### src/design/lces_pkg.sv
// ----------------------------------------------------------------------------
// Layer coincidence event selector package
// Field widths, codes, reset values and the types shared by the modules.
// ----------------------------------------------------------------------------
package lces_pkg;

	localparam int ROW_W      = 3;
	localparam int COL_W      = 3;
	localparam int LAYER_W    = 4;
	localparam int KIND_W     = 2;
	localparam int PULSE_W    = 4;
	localparam int CHARGE_W   = 20;
	localparam int TIME_W     = 19;
	localparam int SPREAD_W   = 20;
	localparam int COUNT_W    = 8;
	localparam int NUM_LAYERS = 4;
	localparam int LSEL_W     = 2;
	localparam int BAR_IDX_W  = 7;
	localparam int MAP_SIZE_W = 9;

	localparam int S_TDATA_W  = 56;
	localparam int M_TDATA_W  = 112;
	localparam int M_USED_W   = 1 + COUNT_W + NUM_LAYERS * CHARGE_W + SPREAD_W;

	localparam int APB_AW     = 4;
	localparam int APB_DW     = 32;

	localparam int QUEUE_DEPTH = 4;
	localparam int QUEUE_AW    = 2;

	localparam int BAR_MAP_SIZE_DEF = 128;

	localparam logic [KIND_W-1:0] KIND_BAR   = 2'd0;
	localparam logic [KIND_W-1:0] KIND_PANEL = 2'd2;
	localparam logic CMD_HIT = 1'b0;
	localparam logic CMD_END = 1'b1;

	localparam logic [1:0] REG_PANEL_THR = 2'd0;
	localparam logic [1:0] REG_BAR_THR   = 2'd1;
	localparam logic [1:0] REG_COUNT_THR = 2'd2;
	localparam logic [1:0] REG_ROW_SEL   = 2'd3;

	localparam logic [CHARGE_W-1:0] PANEL_THR_RST = 20'd160000;
	localparam logic [CHARGE_W-1:0] BAR_THR_RST   = 20'd32;
	localparam logic [CHARGE_W-1:0] COUNT_THR_RST = 20'd16;
	localparam logic [ROW_W-1:0]    ROW_SEL_RST   = 3'd4;

	// 3000 ns in Q4.
	localparam logic signed [TIME_W-1:0] TIME_INIT = 19'sd48000;
	localparam logic [COUNT_W-1:0] COUNT_MAX = 8'hFF;

	typedef struct packed {
		logic [CHARGE_W-1:0] panel_thr;
		logic [CHARGE_W-1:0] bar_thr;
		logic [CHARGE_W-1:0] count_thr;
		logic [ROW_W-1:0]    row_sel;
	} cfg_t;

	// One classified item as it travels from the front to the back.
	typedef struct packed {
		logic                       is_end;
		logic                       matched;
		logic [1:0]                 panel_hit;
		logic                       bar_hit;
		logic                       counted;
		logic [LSEL_W-1:0]          layer;
		logic [BAR_IDX_W-1:0]       idx;
		logic                       in_map;
		logic [CHARGE_W-1:0]        charge;
		logic signed [TIME_W-1:0]   hit_time;
	} entry_t;

	typedef struct packed {
		logic signed [SPREAD_W-1:0] time_spread;
		logic [CHARGE_W-1:0]        max3;
		logic [CHARGE_W-1:0]        max2;
		logic [CHARGE_W-1:0]        max1;
		logic [CHARGE_W-1:0]        max0;
		logic [COUNT_W-1:0]         distinct_bars;
		logic                       accepted;
	} result_t;

endpackage

### src/design/lces_regs.sv
// ----------------------------------------------------------------------------
// Configuration registers
// APB-style register file holding the three charge thresholds and the row.
// ----------------------------------------------------------------------------
module lces_regs (
	input  logic                              clk,
	input  logic                              arst_n,
	input  logic                              psel,
	input  logic                              penable,
	input  logic                              pwrite,
	input  logic [lces_pkg::APB_AW-1:0]       paddr,
	input  logic [lces_pkg::APB_DW-1:0]       pwdata,
	output logic [lces_pkg::APB_DW-1:0]       prdata,
	output logic                              pready,
	output lces_pkg::cfg_t                    cfg
);

	lces_pkg::cfg_t cfg_q;
	logic           wr_en;
	logic [1:0]     reg_sel;

	assign pready  = 1'b1;
	assign wr_en   = psel & penable & pwrite & pready;
	assign reg_sel = paddr[3:2];
	assign cfg     = cfg_q;

	always_ff @(posedge clk or negedge arst_n) begin
		if (!arst_n) begin
			cfg_q.panel_thr <= lces_pkg::PANEL_THR_RST;
			cfg_q.bar_thr   <= lces_pkg::BAR_THR_RST;
			cfg_q.count_thr <= lces_pkg::COUNT_THR_RST;
			cfg_q.row_sel   <= lces_pkg::ROW_SEL_RST;
		end else if (wr_en) begin
			case (reg_sel)
				lces_pkg::REG_PANEL_THR: cfg_q.panel_thr <= pwdata[lces_pkg::CHARGE_W-1:0];
				lces_pkg::REG_BAR_THR:   cfg_q.bar_thr   <= pwdata[lces_pkg::CHARGE_W-1:0];
				lces_pkg::REG_COUNT_THR: cfg_q.count_thr <= pwdata[lces_pkg::CHARGE_W-1:0];
				lces_pkg::REG_ROW_SEL:   cfg_q.row_sel   <= pwdata[lces_pkg::ROW_W-1:0];
				default: ;
			endcase
		end
	end

	always_comb begin
		case (reg_sel)
			lces_pkg::REG_PANEL_THR: prdata = lces_pkg::APB_DW'(cfg_q.panel_thr);
			lces_pkg::REG_BAR_THR:   prdata = lces_pkg::APB_DW'(cfg_q.bar_thr);
			lces_pkg::REG_COUNT_THR: prdata = lces_pkg::APB_DW'(cfg_q.count_thr);
			lces_pkg::REG_ROW_SEL:   prdata = lces_pkg::APB_DW'(cfg_q.row_sel);
			default:                 prdata = '0;
		endcase
	end

endmodule

### src/design/lces_front.sv
// ----------------------------------------------------------------------------
// Input classifier
// Unpacks a hit record or end marker and reduces it to the flags the
// event state update needs.
// ----------------------------------------------------------------------------
module lces_front #(
	parameter int BAR_MAP_SIZE = lces_pkg::BAR_MAP_SIZE_DEF
) (
	input  logic                              s_axis_tvalid,
	output logic                              s_axis_tready,
	input  logic [lces_pkg::S_TDATA_W-1:0]    s_axis_tdata,
	input  logic                              s_axis_tuser,
	input  lces_pkg::cfg_t                    cfg,
	input  logic                              q_full,
	output logic                              q_push,
	output lces_pkg::entry_t                  q_entry
);

	logic [lces_pkg::ROW_W-1:0]    hit_row;
	logic [lces_pkg::COL_W-1:0]    hit_column;
	logic [lces_pkg::LAYER_W-1:0]  hit_layer;
	logic [lces_pkg::KIND_W-1:0]   hit_kind;
	logic [lces_pkg::PULSE_W-1:0]  pulse_number;
	logic [lces_pkg::CHARGE_W-1:0] charge;
	logic [lces_pkg::TIME_W-1:0]   hit_time;
	logic                          boards_matched;
	logic                          hit_ok;
	logic                          panel_ok;
	logic                          bar_ok;
	logic [lces_pkg::BAR_IDX_W-1:0] idx;

	assign hit_row        = s_axis_tdata[2:0];
	assign hit_column     = s_axis_tdata[5:3];
	assign hit_layer      = s_axis_tdata[9:6];
	assign hit_kind       = s_axis_tdata[11:10];
	assign pulse_number   = s_axis_tdata[15:12];
	assign charge         = s_axis_tdata[35:16];
	assign hit_time       = s_axis_tdata[54:36];
	assign boards_matched = s_axis_tdata[55];

	assign s_axis_tready = !q_full;
	assign q_push        = s_axis_tvalid & s_axis_tready;

	assign hit_ok   = (s_axis_tuser == lces_pkg::CMD_HIT) && (pulse_number == '0);
	assign panel_ok = hit_ok && (hit_kind == lces_pkg::KIND_PANEL) &&
		(hit_row == cfg.row_sel) && (charge > cfg.panel_thr);
	// Negative layers show up as large raw codes and fall out here.
	assign bar_ok   = hit_ok && (hit_kind == lces_pkg::KIND_BAR) && (hit_layer[3:2] == 2'b00);

	assign idx = lces_pkg::BAR_IDX_W'(hit_row) +
		lces_pkg::BAR_IDX_W'({hit_column, 2'b00}) +
		lces_pkg::BAR_IDX_W'({hit_layer[1:0], 4'b0000});

	always_comb begin
		q_entry.is_end       = (s_axis_tuser == lces_pkg::CMD_END);
		q_entry.matched      = boards_matched;
		q_entry.panel_hit[0] = panel_ok && (hit_layer == 4'd0);
		q_entry.panel_hit[1] = panel_ok && (hit_layer == 4'd2);
		q_entry.bar_hit      = bar_ok && (charge > cfg.bar_thr);
		q_entry.counted      = bar_ok && (charge > cfg.count_thr);
		q_entry.layer        = hit_layer[1:0];
		q_entry.idx          = idx;
		q_entry.in_map       = lces_pkg::MAP_SIZE_W'(idx) < lces_pkg::MAP_SIZE_W'(BAR_MAP_SIZE);
		q_entry.charge       = charge;
		q_entry.hit_time     = $signed(hit_time);
	end

endmodule

### src/design/lces_queue.sv
// ----------------------------------------------------------------------------
// Classified item queue
// Small FIFO that lets the classifier and the state update stall apart.
// ----------------------------------------------------------------------------
module lces_queue (
	input  logic                 clk,
	input  logic                 arst_n,
	input  logic                 push,
	input  lces_pkg::entry_t     push_entry,
	output logic                 full,
	input  logic                 pop,
	output logic                 head_valid,
	output lces_pkg::entry_t     head_entry
);

	lces_pkg::entry_t                mem_q [lces_pkg::QUEUE_DEPTH];
	logic [lces_pkg::QUEUE_AW-1:0]   wr_ptr_q;
	logic [lces_pkg::QUEUE_AW-1:0]   rd_ptr_q;
	logic [lces_pkg::QUEUE_AW:0]     count_q;

	assign full       = (count_q == (lces_pkg::QUEUE_AW+1)'(lces_pkg::QUEUE_DEPTH));
	assign head_valid = (count_q != '0);
	assign head_entry = mem_q[rd_ptr_q];

	always_ff @(posedge clk) begin
		if (push) begin
			mem_q[wr_ptr_q] <= push_entry;
		end
	end

	always_ff @(posedge clk or negedge arst_n) begin
		if (!arst_n) begin
			wr_ptr_q <= '0;
			rd_ptr_q <= '0;
			count_q  <= '0;
		end else begin
			if (push) begin
				wr_ptr_q <= wr_ptr_q + 1'b1;
			end
			if (pop) begin
				rd_ptr_q <= rd_ptr_q + 1'b1;
			end
			case ({push, pop})
				2'b10:   count_q <= count_q + 1'b1;
				2'b01:   count_q <= count_q - 1'b1;
				default: count_q <= count_q;
			endcase
		end
	end

endmodule

### src/design/lces_back.sv
// ----------------------------------------------------------------------------
// Event state and result stage
// Folds classified hits into the per-event state and, on the end marker,
// forms the result in the output register and clears the state.
// ----------------------------------------------------------------------------
module lces_back #(
	parameter int BAR_MAP_SIZE = lces_pkg::BAR_MAP_SIZE_DEF
) (
	input  logic                 clk,
	input  logic                 arst_n,
	input  lces_pkg::cfg_t       cfg,
	input  logic                 head_valid,
	input  lces_pkg::entry_t     head_entry,
	output logic                 pop,
	output logic                 m_axis_tvalid,
	input  logic                 m_axis_tready,
	output lces_pkg::result_t    result
);

	localparam int MapAw = $clog2(BAR_MAP_SIZE);

	logic [1:0]                       panel_seen_q;
	logic [lces_pkg::NUM_LAYERS-1:0]  bar_seen_q;
	logic [lces_pkg::CHARGE_W-1:0]    max_q   [lces_pkg::NUM_LAYERS];
	logic signed [lces_pkg::TIME_W-1:0] early_q [lces_pkg::NUM_LAYERS];
	logic [BAR_MAP_SIZE-1:0]          bitmap_q;
	logic [lces_pkg::COUNT_W-1:0]     count_q;
	logic                             out_valid_q;
	lces_pkg::result_t                out_q;

	logic                             out_free;
	logic                             do_hit;
	logic                             do_end;
	logic [MapAw+lces_pkg::BAR_IDX_W-1:0] idx_wide;
	logic [MapAw-1:0]                 map_idx;
	logic                             new_bar;
	logic                             acc;
	logic [lces_pkg::LSEL_W-1:0]      lsel;
	lces_pkg::result_t                res_next;

	assign out_free = !out_valid_q || m_axis_tready;
	assign pop      = head_valid && (!head_entry.is_end || out_free);
	assign do_hit   = pop && !head_entry.is_end;
	assign do_end   = pop && head_entry.is_end;
	assign lsel     = head_entry.layer;

	assign idx_wide = {MapAw'(0), head_entry.idx};
	assign map_idx  = idx_wide[MapAw-1:0];
	assign new_bar  = head_entry.in_map && !bitmap_q[map_idx];

	assign acc = head_entry.matched && (bar_seen_q == '1) && (panel_seen_q != '0) &&
		(max_q[0] > cfg.bar_thr) && (max_q[1] > cfg.bar_thr) &&
		(max_q[2] > cfg.bar_thr) && (max_q[3] > cfg.bar_thr);

	always_comb begin
		res_next = '0;
		if (acc) begin
			res_next.accepted      = 1'b1;
			res_next.distinct_bars = count_q;
			res_next.max0          = max_q[0];
			res_next.max1          = max_q[1];
			res_next.max2          = max_q[2];
			res_next.max3          = max_q[3];
			res_next.time_spread   = {early_q[3][lces_pkg::TIME_W-1], early_q[3]} -
				{early_q[0][lces_pkg::TIME_W-1], early_q[0]};
		end
	end

	always_ff @(posedge clk or negedge arst_n) begin
		if (!arst_n) begin
			panel_seen_q <= '0;
			bar_seen_q   <= '0;
			bitmap_q     <= '0;
			count_q      <= '0;
			for (int k = 0; k < lces_pkg::NUM_LAYERS; k++) begin
				max_q[k]   <= '0;
				early_q[k] <= lces_pkg::TIME_INIT;
			end
		end else if (do_end) begin
			panel_seen_q <= '0;
			bar_seen_q   <= '0;
			bitmap_q     <= '0;
			count_q      <= '0;
			for (int k = 0; k < lces_pkg::NUM_LAYERS; k++) begin
				max_q[k]   <= '0;
				early_q[k] <= lces_pkg::TIME_INIT;
			end
		end else if (do_hit) begin
			panel_seen_q <= panel_seen_q | head_entry.panel_hit;
			if (head_entry.bar_hit) begin
				bar_seen_q[lsel] <= 1'b1;
			end
			if (head_entry.counted) begin
				if (new_bar) begin
					bitmap_q[map_idx] <= 1'b1;
					if (count_q != lces_pkg::COUNT_MAX) begin
						count_q <= count_q + 1'b1;
					end
				end
				if (head_entry.charge > max_q[lsel]) begin
					max_q[lsel] <= head_entry.charge;
				end
				if (head_entry.hit_time < early_q[lsel]) begin
					early_q[lsel] <= head_entry.hit_time;
				end
			end
		end
	end

	always_ff @(posedge clk or negedge arst_n) begin
		if (!arst_n) begin
			out_valid_q <= 1'b0;
		end else if (do_end) begin
			out_valid_q <= 1'b1;
		end else if (m_axis_tready) begin
			out_valid_q <= 1'b0;
		end
	end

	always_ff @(posedge clk) begin
		if (do_end) begin
			out_q <= res_next;
		end
	end

	assign m_axis_tvalid = out_valid_q;
	assign result        = out_q;

endmodule

### src/design/layer_coincidence_event_selector_core.sv
// ----------------------------------------------------------------------------
// Layer coincidence event selector
// Collects the hits of one event and reports acceptance and summary values
// at the end marker.
// ----------------------------------------------------------------------------
//  Channel   Direction  Handshake                   Payload
//  s_axis    in         tvalid/tready               hit record or end marker
//  m_axis    out        tvalid/tready               one result per end marker
//  apb       in/out     psel/penable/pwrite/pready  four configuration registers
//
// One item is taken per cycle; the state update handles one queue entry per
// cycle, so hits stream at full rate. A result is shown the cycle after its end
// marker leaves the four-entry queue and is captured in the output register.
// Reset loads the register defaults, clears the event state and empties the queue.
// A stalled output holds the next end marker at the queue head; the items behind
// it wait, and the input stalls once the queue holds four entries.
module layer_coincidence_event_selector_core #(
	parameter int BAR_MAP_SIZE = lces_pkg::BAR_MAP_SIZE_DEF
) (
	input  logic                            clk,
	input  logic                            arst_n,
	input  logic                            s_axis_tvalid,
	output logic                            s_axis_tready,
	// hit_row, hit_column, hit_layer, hit_kind, pulse_number, charge, hit_time,
	// boards_matched
	input  logic [lces_pkg::S_TDATA_W-1:0]  s_axis_tdata,
	// command
	input  logic                            s_axis_tuser,
	output logic                            m_axis_tvalid,
	input  logic                            m_axis_tready,
	// accepted, distinct_bars, max_charge_layer0..3, time_spread, zero pad
	output logic [lces_pkg::M_TDATA_W-1:0]  m_axis_tdata,
	input  logic                            psel,
	input  logic                            penable,
	input  logic                            pwrite,
	input  logic [lces_pkg::APB_AW-1:0]     paddr,
	input  logic [lces_pkg::APB_DW-1:0]     pwdata,
	output logic [lces_pkg::APB_DW-1:0]     prdata,
	output logic                            pready
);

	lces_pkg::cfg_t    cfg;
	lces_pkg::entry_t  push_entry;
	lces_pkg::entry_t  head_entry;
	lces_pkg::result_t result;
	logic              q_full;
	logic              q_push;
	logic              q_pop;
	logic              head_valid;

	lces_regs u_regs (
		.clk     (clk),
		.arst_n  (arst_n),
		.psel    (psel),
		.penable (penable),
		.pwrite  (pwrite),
		.paddr   (paddr),
		.pwdata  (pwdata),
		.prdata  (prdata),
		.pready  (pready),
		.cfg     (cfg)
	);

	lces_front #(
		.BAR_MAP_SIZE (BAR_MAP_SIZE)
	) u_front (
		.s_axis_tvalid (s_axis_tvalid),
		.s_axis_tready (s_axis_tready),
		.s_axis_tdata  (s_axis_tdata),
		.s_axis_tuser  (s_axis_tuser),
		.cfg           (cfg),
		.q_full        (q_full),
		.q_push        (q_push),
		.q_entry       (push_entry)
	);

	lces_queue u_queue (
		.clk        (clk),
		.arst_n     (arst_n),
		.push       (q_push),
		.push_entry (push_entry),
		.full       (q_full),
		.pop        (q_pop),
		.head_valid (head_valid),
		.head_entry (head_entry)
	);

	lces_back #(
		.BAR_MAP_SIZE (BAR_MAP_SIZE)
	) u_back (
		.clk           (clk),
		.arst_n        (arst_n),
		.cfg           (cfg),
		.head_valid    (head_valid),
		.head_entry    (head_entry),
		.pop           (q_pop),
		.m_axis_tvalid (m_axis_tvalid),
		.m_axis_tready (m_axis_tready),
		.result        (result)
	);

	assign m_axis_tdata = lces_pkg::M_TDATA_W'(result);

endmodule

### config.mk
export PLATFORM = sky130hd
export DESIGN_NAME = layer_coincidence_event_selector_core
export DESIGN_NICKNAME = d
export VERILOG_FILES = /design/src/design/lces_pkg.sv /design/src/design/lces_regs.sv /design/src/design/lces_front.sv /design/src/design/lces_queue.sv /design/src/design/lces_back.sv /design/src/design/layer_coincidence_event_selector_core.sv
export SDC_FILE = /design/constraint.sdc
export NUM_CORES = 1
export LEC_CHECK = 0
export BUFFER_PORTS_ARGS = -buffer_cell sky130_fd_sc_hd__buf_2
export CAP_MARGIN = 30
export CORE_MARGIN = 3
export CORE_UTILIZATION = 57
export CTS_BUF_LIST = sky130_fd_sc_hd__clkbuf_4 sky130_fd_sc_hd__clkbuf_8
export CTS_CLUSTER_DIAMETER = 30
export DETAILED_ROUTE_END_ITERATION = 10
export HOLD_SLACK_MARGIN = 0.08
export PLACE_DENSITY = 0.82
export SETUP_SLACK_MARGIN = 0.02
export SLEW_MARGIN = 5
export SYNTH_ARGS = -nofsm -noshare
export SYNTH_HDL_FRONTEND = slang
export SYNTH_SLANG_ARGS = --single-unit
### constraint.sdc
create_clock -name clk -period 4.9 [get_ports clk]
set_input_delay 0.245 -clock clk [delete_from_list [all_inputs] [get_ports clk]]
set_output_delay 0.245 -clock clk [all_outputs]
set_load 0.02 [all_outputs]
==> qor.yml, run 1 <==
synth_ff_type: "dfrtp_1"
grt_pass1_vias: 25300
final_layout_size_suffix_gt1_share_pct: 23.0
worst_hold_slack_ns: 0.125
finalHoldViolCount: 0
grt_max_degree: 142
ir_worst_vdd_mv: 0.487
min_period_over_period_pct: 95.0
avgSynthCellArea_um2: 12.7
slew_headroom_pct: 36.6
ys_types: 82
power_mw: 27.8
worst_ep_arrival_time_ns: 5.34
cap_viol_max_count: 0
place_congestion: 0.957
ant_nets: 0
numCtsBuffers: 131
dpl.hpwl_mm: 62.1
holdCritPathClass: "primary input to async pin"
crit_required_ns: 5.58
clock_sinks: 694
start_kind: "flip-flop"
synth_area_mm2: 0.0337
start_util_pct: 58.0
cts.path.max_buffers: 3
syn2layout_area_growth_pct: 17.6
clock_skew_ns: 0.0426
period_minus_slack_ns: 4.65
ys_seq_area_share_pct: 56.5
setup-tns-final_ns: 0
rsz0062_at_grt: "no"
pin_count: 247
tightest_slew_ns: 0.951
die_area_mm2: 0.0621
drt_iter0_markers: 2932
grt_pass1_wl_mm: 141
synth_edf_count: 325
fmax_mhz: 215
port-buffer-count: 216
clkSlewWorstSetupHoldPaths_ns: 0.06
dp_slack_ns: 0.353
htree_levels: 4
drc: 0
nFillCells: 3940
die_w_um: 249
worst_slack_ns: 0.245
cts_tree: "built"
wl_per_cell_um: 23.2
fp.dieH_um: 249
crit_fanout: 12
drv_slew: 0
async_flop_share_pct: 53.2
grt_use_total_pct: 29.1
cts_setup_buffers: 0
p_leak_nw: 17.0
dr_total_vias: 24800
seq_area_mm2: 0.0190
core_mm2: 0.0581
drt-total-wl_mm: 90.4
worstSkewPairLatency_ns: 0.79
dr.pass1.iters: 6
via_per_inst: 6.36
path_class: "flip-flop to flip-flop"
crit_path_end_kind: "flip-flop"
ys_seq_elements: 694
syn_inst: 2664
grt_overflow: 0
ctsRootBufferMaster: "clkbuf_8"
status: "finished clean"
fin_nets: 3336
p_per_area_mw_per_mm2: 702
rows: 88
antenna_found_initial: 9
multi_input_area_mm2: 0.0134
finalSetupViolCount: 0
yosys_warnings: 0
==> what timing repair did <==
action	4_1_cts	5_1_grt
resized for setup	0	0
hold buffers	80	0
setup endpoints to repair	0	0
endpoints found under the hold margin	386	0
==> flip-flops by register name, summed over array words and instances (netlist names), 4 cells and up <==
name,cells
u_back.early_q,76
u_back.bar_seen_q,4
u_back.count_q,8
u_back.max_q,80
u_queue.mem_q,216
u_back.bitmap_q,128
u_regs.cfg,63
u_back.result,109
==> per-stage QoR <==
stage | instances | area (µm²) | utilization [%]
finish | 3902 | 39600 | 68.2
global route | 3901 | 39600 | 68.2
CTS | 3893 | 39600 | 68.1
detailed placement | 3577 | 35700 | 61.4
global placement | 3576 | 35700 | 61.4
floorplan | 2678 | 33800 | -
==> kinds of logic (layout without fill, tap and decap cells) <==
group	after synthesis	in the layout	share of synthesized area [%]
AO/OA/AOI/OAI	610	610	12.1
XOR/XNOR	25	25	0.649
adder cells (fa/ha/maj)	209	209	7.82
buffers and inverters	303	755	3.98
flip-flops	694	694	56.5
multiplexers	190	190	9.36
other	2	23	0.0223
AND/OR/NAND/NOR	631	631	9.59
==> where the power goes <==
group	leakage, nW	internal (mW)	switching [mW]
combinational	7.49	4.59	7.99
clock	1.59	4.02	2.49
sequential	7.92	7.90	0.855
==> Yosys cell counts, drive strengths merged (4+ instances only) <==
| cell | count | area [µm²] |
|---|---|---|
| or3 | 5 | 31.3 |
| nand2 | 246 | 931 |
| mux4 | 97 | 2180 |
| mux2 | 31 | 349 |
| nor2b | 26 | 163 |
| a21oi | 95 | 475 |
| and4 | 6 | 52.6 |
| inv | 150 | 563 |
| nor2 | 67 | 289 |
| a32oi | 4 | 35.0 |
| o311ai | 7 | 61.3 |
| edfxtp | 325 | 9760 |
| a22o | 72 | 631 |
| o221ai | 7 | 61.3 |
| ha | 206 | 2580 |
| buf | 71 | 472 |
| a211oi | 9 | 67.6 |
| o211ai | 9 | 72.6 |
| a31oi | 7 | 50.1 |
| nor3b | 5 | 37.5 |
| nand2b | 20 | 133 |
| dfrtp | 333 | 8330 |
| nor4 | 29 | 196 |
| o22ai | 15 | 93.8 |
| o21ai | 222 | 1110 |
| a21boi | 4 | 30.0 |
| o21a | 7 | 52.6 |
| nor3 | 48 | 260 |
| a32o | 61 | 611 |
| a21o | 61 | 458 |
| dfstp | 36 | 946 |
| xnor2 | 8 | 70.1 |
| nand3 | 22 | 110 |
| nand4 | 40 | 265 |
| xor2 | 17 | 149 |
| nand3b | 6 | 45.0 |
| and3 | 11 | 68.8 |
| a221oi | 7 | 61.3 |
| clkbuf | 81 | 304 |
| mux2i | 62 | 621 |
| and2 | 89 | 557 |
==> path summary, 6_finish.rpt <==
check	slack (ns)	to	start	cells past startpoint
max	0.25	u_back.early_q[5]	u_queue.rd_ptr_q[0]	14
min	0.12	u_back.max_q[56]	arst_n	2
max reg2reg	0.25	u_back.early_q[5]	u_queue.rd_ptr_q[0]	14
min reg2reg	0.48	u_back.bitmap_q[104]	u_back.bitmap_q[104]	2
max in group asynchronous	3.46	u_back.bitmap_q[125]	arst_n	3
min in group clk	0.22	u_regs.cfg[1]	paddr[3]	4
==> critical path, cell delays in order, from the launching register on <==
cell and delay (ns):
dfrtp_4 0.58, mux4_2 0.68, buf_4 0.26, mux4_2 0.50
inv_1 0.07, ha_1 0.24, a21o_1 0.19, a21o_1 0.16
a21oi_1 0.16, nor4bb_1 0.39, nor4_1 0.13, o32a_2 0.27
nand2b_4 0.19, nor2_2 0.49, a22o_1 0.23
==> cell type report <==
class	instances	area share, %
clock buffers	181	5.79
repair buffers	368	6.37
diodes	7	0.0442
well taps	765	2.41
flip-flops and latches	694	48.0
multi-input cells	1681	33.9
inverters	151	1.44
clock inverters	55	1.97
==> routing by layer <==
layer | part of all wire (%) | track usage (%) | vias up
met1 | 40 | 40.4 | 12200
li1 | - | - | 10700
met5 | 0.023 | 0 | -
met2 | 45 | 44.1 | 1558
met4 | 3.7 | 12.1 | 4
met3 | 11 | 7.41 | 282
==> cell usage in the layout (no fill, tap or decap), types with 8 or more instances in the layout <==
master | synthesis | routed
o22ai_1 | 15 | 15
mux4_2 | 97 | 97
nand2_1 | 243 | 243
a22o_1 | 72 | 72
and2_1 | 89 | 89
mux2i_1 | 62 | 62
nor2_1 | 54 | 54
a21oi_1 | 95 | 95
a21o_1 | 61 | 61
nor4_1 | 28 | 28
nor2_2 | 12 | 12
o21ai_1 | 53 | 53
conb_1 | 2 | 16
nand3_1 | 22 | 21
edfxtp_1 | 325 | 325
dfstp_2 | 36 | 36
dfrtp_1 | 333 | 331
a32o_1 | 61 | 61
clkbuf_8 | 0 | 150
buf_2 | 23 | 215
o211ai_1 | 8 | 8
a211oi_1 | 9 | 9
buf_4 | 23 | 65
clkinv_2 | 0 | 12
o21ai_0 | 169 | 169
clkbuf_4 | 0 | 31
mux2_2 | 28 | 28
xor2_1 | 17 | 17
xnor2_1 | 8 | 8
nand2b_1 | 19 | 19
inv_1 | 150 | 150
dlygate4sd3_1 | 0 | 80
nand4_1 | 39 | 39
nor2b_1 | 26 | 26
bufinv_16 | 0 | 18
ha_1 | 206 | 206
nor3_1 | 44 | 43
Note: power is estimated with default switching activity, not from simulation.
==> inputs of run 2 (changes only) <==
--- a/config.mk
+++ b/config.mk
@@ -5,6 +5,7 @@
 export SDC_FILE = /design/constraint.sdc
 export NUM_CORES = 1
 export LEC_CHECK = 0
+export ABC_AREA = 1
 export BUFFER_PORTS_ARGS = -buffer_cell sky130_fd_sc_hd__buf_2
 export CAP_MARGIN = 30
 export CORE_MARGIN = 3
==> constraint.sdc (replaced) <==
create_clock -name clk -period 4.9 [get_ports clk]
set_input_delay 0.98 -clock clk [delete_from_list [all_inputs] [get_ports clk]]
set_output_delay 0.98 -clock clk [all_outputs]
set_load 0.02 [all_outputs]
==> run 2 against run 1 <==
  * Global-route usage shrank 0.12 points
  * Clock-buffer cell count fell by 4
  * Die area is 5.2% higher
  * Clock skew up 0.013 ns
  * Critical path depth grew 7
  * Critical path type unchanged
  * Critical endpoint is now u_back.early_q[15]
  * Highest routed layer unchanged
==> qor.yml, run 2 <==
status: "finished clean"
synth_top_area_cell: "edfxtp_1"
htree_levels: 4  # unchanged
routed-wl-met2_mm: 44.5  # +8.9%
synth_edf_count: 325  # unchanged
p_per_area_mw_per_mm2: 787  # +12%
port-buffer-count: 216  # unchanged
place_area_mm2: 0.0372  # +4.3%
design_area_mm2: 0.0405  # +2.1%
wl_met3_mm: 8.89  # -8.6%
ir_worst_vdd_mv: 0.755  # +55%
fin_nets: 4466  # +34%
die_area_mm2: 0.0653  # +5.2%
core_mm2: 0.0610  # +5.0%
dr_total_vias: 29700  # +20%
clkSlewWorstSetupHoldPaths_ns: 0.06  # about the same
top_register: "u_queue.mem_q"
cap_viol_max_count: 0  # unchanged
ys_seq_area_share_pct: 53.6  # -2.8 points
dr.pass1.iters: 6  # unchanged
start_util_pct: 58.2  # +0.17 points
worst_hold_slack_ns: 0.287  # +0.162 ns
crit_start: "u_queue.rd_ptr_q[0]"
cts.path.max_buffers: 3  # unchanged
synthMostInstantiatedCell: "nand2_1"
fp.dieH_um: 256  # +2.6%
syn2layout_area_growth_pct: 14.0
final_layout_size_suffix_gt1_share_pct: 14.4  # -8.6 points
drt_iter0_markers: 3341  # +14%
tightest_slew_ns: 1.07  # +0.123 ns
path_cells: "inv_4, nand2_1, nand3_1, nand2_1, nand2_1, clkinvlp_4, buf_4, a21oi_1, o21ai_0, ha_1, a21oi_1, o21a_1, o221ai_1, a21oi_1, nand2_1, nand2_1, nand3_1, nand3_1, buf_4, nand2_1, o21ai_0"
top_layer_used: "met5"
crit_fanout: 26  # +14
final_common_cell: "nand2_1"
layout.cells.non_filler: 5109  # +31%
min_period_over_period_pct: 93.5  # -1.5 points
numCtsBuffers: 138  # +5.3%
ys_top_cells_by_count: "nand2_1 (948), o21ai_0 (487), nor2_1 (379)"
post-route-util_pct: 66.3  # -1.9 points
die_w_um: 256  # +2.6%
pin_count: 247  # unchanged
worstSkewPairLatency_ns: 0.84  # +0.05 ns
async_flop_share_pct: 53.2  # unchanged
synth_area_mm2: 0.0355  # +5.3%
finalSetupViolCount: 0  # unchanged
p_leak_nw: 17.7  # +4.1%
rows: 90  # +2.3%
drt-total-wl_mm: 96.4  # +6.6%
dp_cells: 4840  # +35%
syn_inst: 3937  # +48%
crit_path_end_kind: "flip-flop"
grt_pass1_vias: 28500  # +13%
grt_pass1_wl_mm: 152  # +7.3%
synth_ff_type: "dfrtp_1"
via_per_inst: 5.81  # -8.6%
path_class: "flip-flop to flip-flop"
nFillCells: 4622  # +17%
place_congestion: 0.929  # -2.9%
max_stage_delay_ns: 0.57  # -0.11 ns
worst_ep_arrival_time_ns: 5.32  # -0.02 ns
crit_path_frequent_cell: "nand2_1"
wl_per_cell_um: 18.9  # -19%
largest_reg_flops: 216  # unchanged
ys_seq_elements: 694  # unchanged
crit_required_ns: 5.63  # +0.05 ns
wl_met1_mm: 37.7  # +3.5%
avgSynthCellArea_um2: 9.02  # -29%
dp_slack_ns: 0.197  # -0.156 ns
layout_common_cells: "nand2_1 (947), o21ai_0 (487), nor2_1 (374)"
setup-tns-final_ns: 0  # unchanged
drc: 0  # unchanged
slew_headroom_pct: 28.4  # -8.2 points
clock_skew_ns: 0.0560  # +0.0134 ns
synth_top_area_share_pct: 27.5  # -1.5 points
yosys_warnings: 0  # unchanged
power_mw: 31.9  # +14%
rsz0062_at_grt: "no"
ant_nets: 0  # unchanged
ys_types: 60  # -27%
grt_overflow: 0  # unchanged
synth_area_leaders: "edfxtp_1 (27%), dfrtp_1 (23%), nand2_1 (10%)"
holdCritPathClass: "primary input to async pin"
fmax_mhz: 218  # +1.6%
cp_slowest_cell: "dfrtp_4"
grt_max_degree: 130  # -8.5%
grt_use_total_pct: 29.0  # -0.12 points
regToRegStartpoint: "u_queue.rd_ptr_q[0]"
antenna_found_initial: 19  # +10
cts_tree: "built"
worst_slack_ns: 0.317  # +0.0718 ns
start_kind: "flip-flop"
dpl.hpwl_mm: 62.5  # +0.61%
finalHoldViolCount: 0  # unchanged
drv_slew: 0  # unchanged
period_minus_slack_ns: 4.58  # -0.0718 ns
ctsRootBufferMaster: "clkbuf_8"
clock_sinks: 694  # unchanged
[run 2: final cells by class]
class                      instances  area (µm²)  area share (%)
sequential                       694       19000            47.0
multi-input combinational       2701       14300            35.2
clock buffer                     177        2240            5.54
timing repair buffer             266        1610            3.97
inverter                         356        1350            3.33
tap                              828        1040            2.56
clock inverter                    77         912            2.25
antenna                           10        25.0          0.0618
[run 2: layer usage]
| metal | vias up | track usage (%) |
|---|---|---|
| met4 | 12 | 16.4 |
| met5 | - | 0 |
| met3 | 319 | 6.82 |
| met1 | 14000 | 37.5 |
| li1 | 13800 | - |
| met2 | 1587 | 45.2 |
[run 2: path summary, 6_finish.rpt]
| path | end | cells past startpoint | slack (ns) |
|---|---|---|---|
| hold / removal | u_regs.cfg[20] | 1 | 0.29 |
| min in group clk | u_queue.mem_q[3][7] | 1 | 0.38 |
| setup reg to reg | u_back.early_q[15] | 21 | 0.32 |
| setup / recovery | u_back.early_q[15] | 21 | 0.32 |
| hold reg to reg | u_back.early_q[26] | 2 | 0.47 |
| max in group asynchronous | u_back.early_q[13] | 2 | 3.47 |
[run 2: cells by family (layout without fill, tap and decap cells)]
| group | count (synthesis) | count (layout) | synth area share [%] |
|---|---|---|---|
| buffers and inverters | 556 | 876 | 6.53 |
| other | 2 | 26 | 0.0212 |
| AOI/OAI and AO/OA | 866 | 866 | 13.6 |
| DFF | 694 | 694 | 53.6 |
| xor gates and xnor gates | 18 | 18 | 0.444 |
| and+or+nand+nor | 1592 | 1592 | 18.4 |
| adders and majority gates | 209 | 209 | 7.43 |
[run 2: timing repair]
item                                    in CTS  in global routing
hold buffers                                 0                  0
resized for setup                            0                  6
endpoints found under the setup margin       0                151
buffers inserted                             0                  5
[run 2: critical path, delay by kind of cell (launching register included)]
family / cells / cell delay [ns]
and+or+nand+nor: 9 / 1.47
AOI/OAI and AO/OA: 7 / 1.11
buffers and inverters: 4 / 1.03
DFF: 1 / 0.57
adders and majority gates: 1 / 0.30
[run 2: power by group]
part | switching (mW) | total (mW) | internal [mW]
Combinational | 11.6 | 16.1 | 4.55
Sequential | 0.888 | 9.11 | 8.22
Clock | 2.78 | 6.63 | 3.84
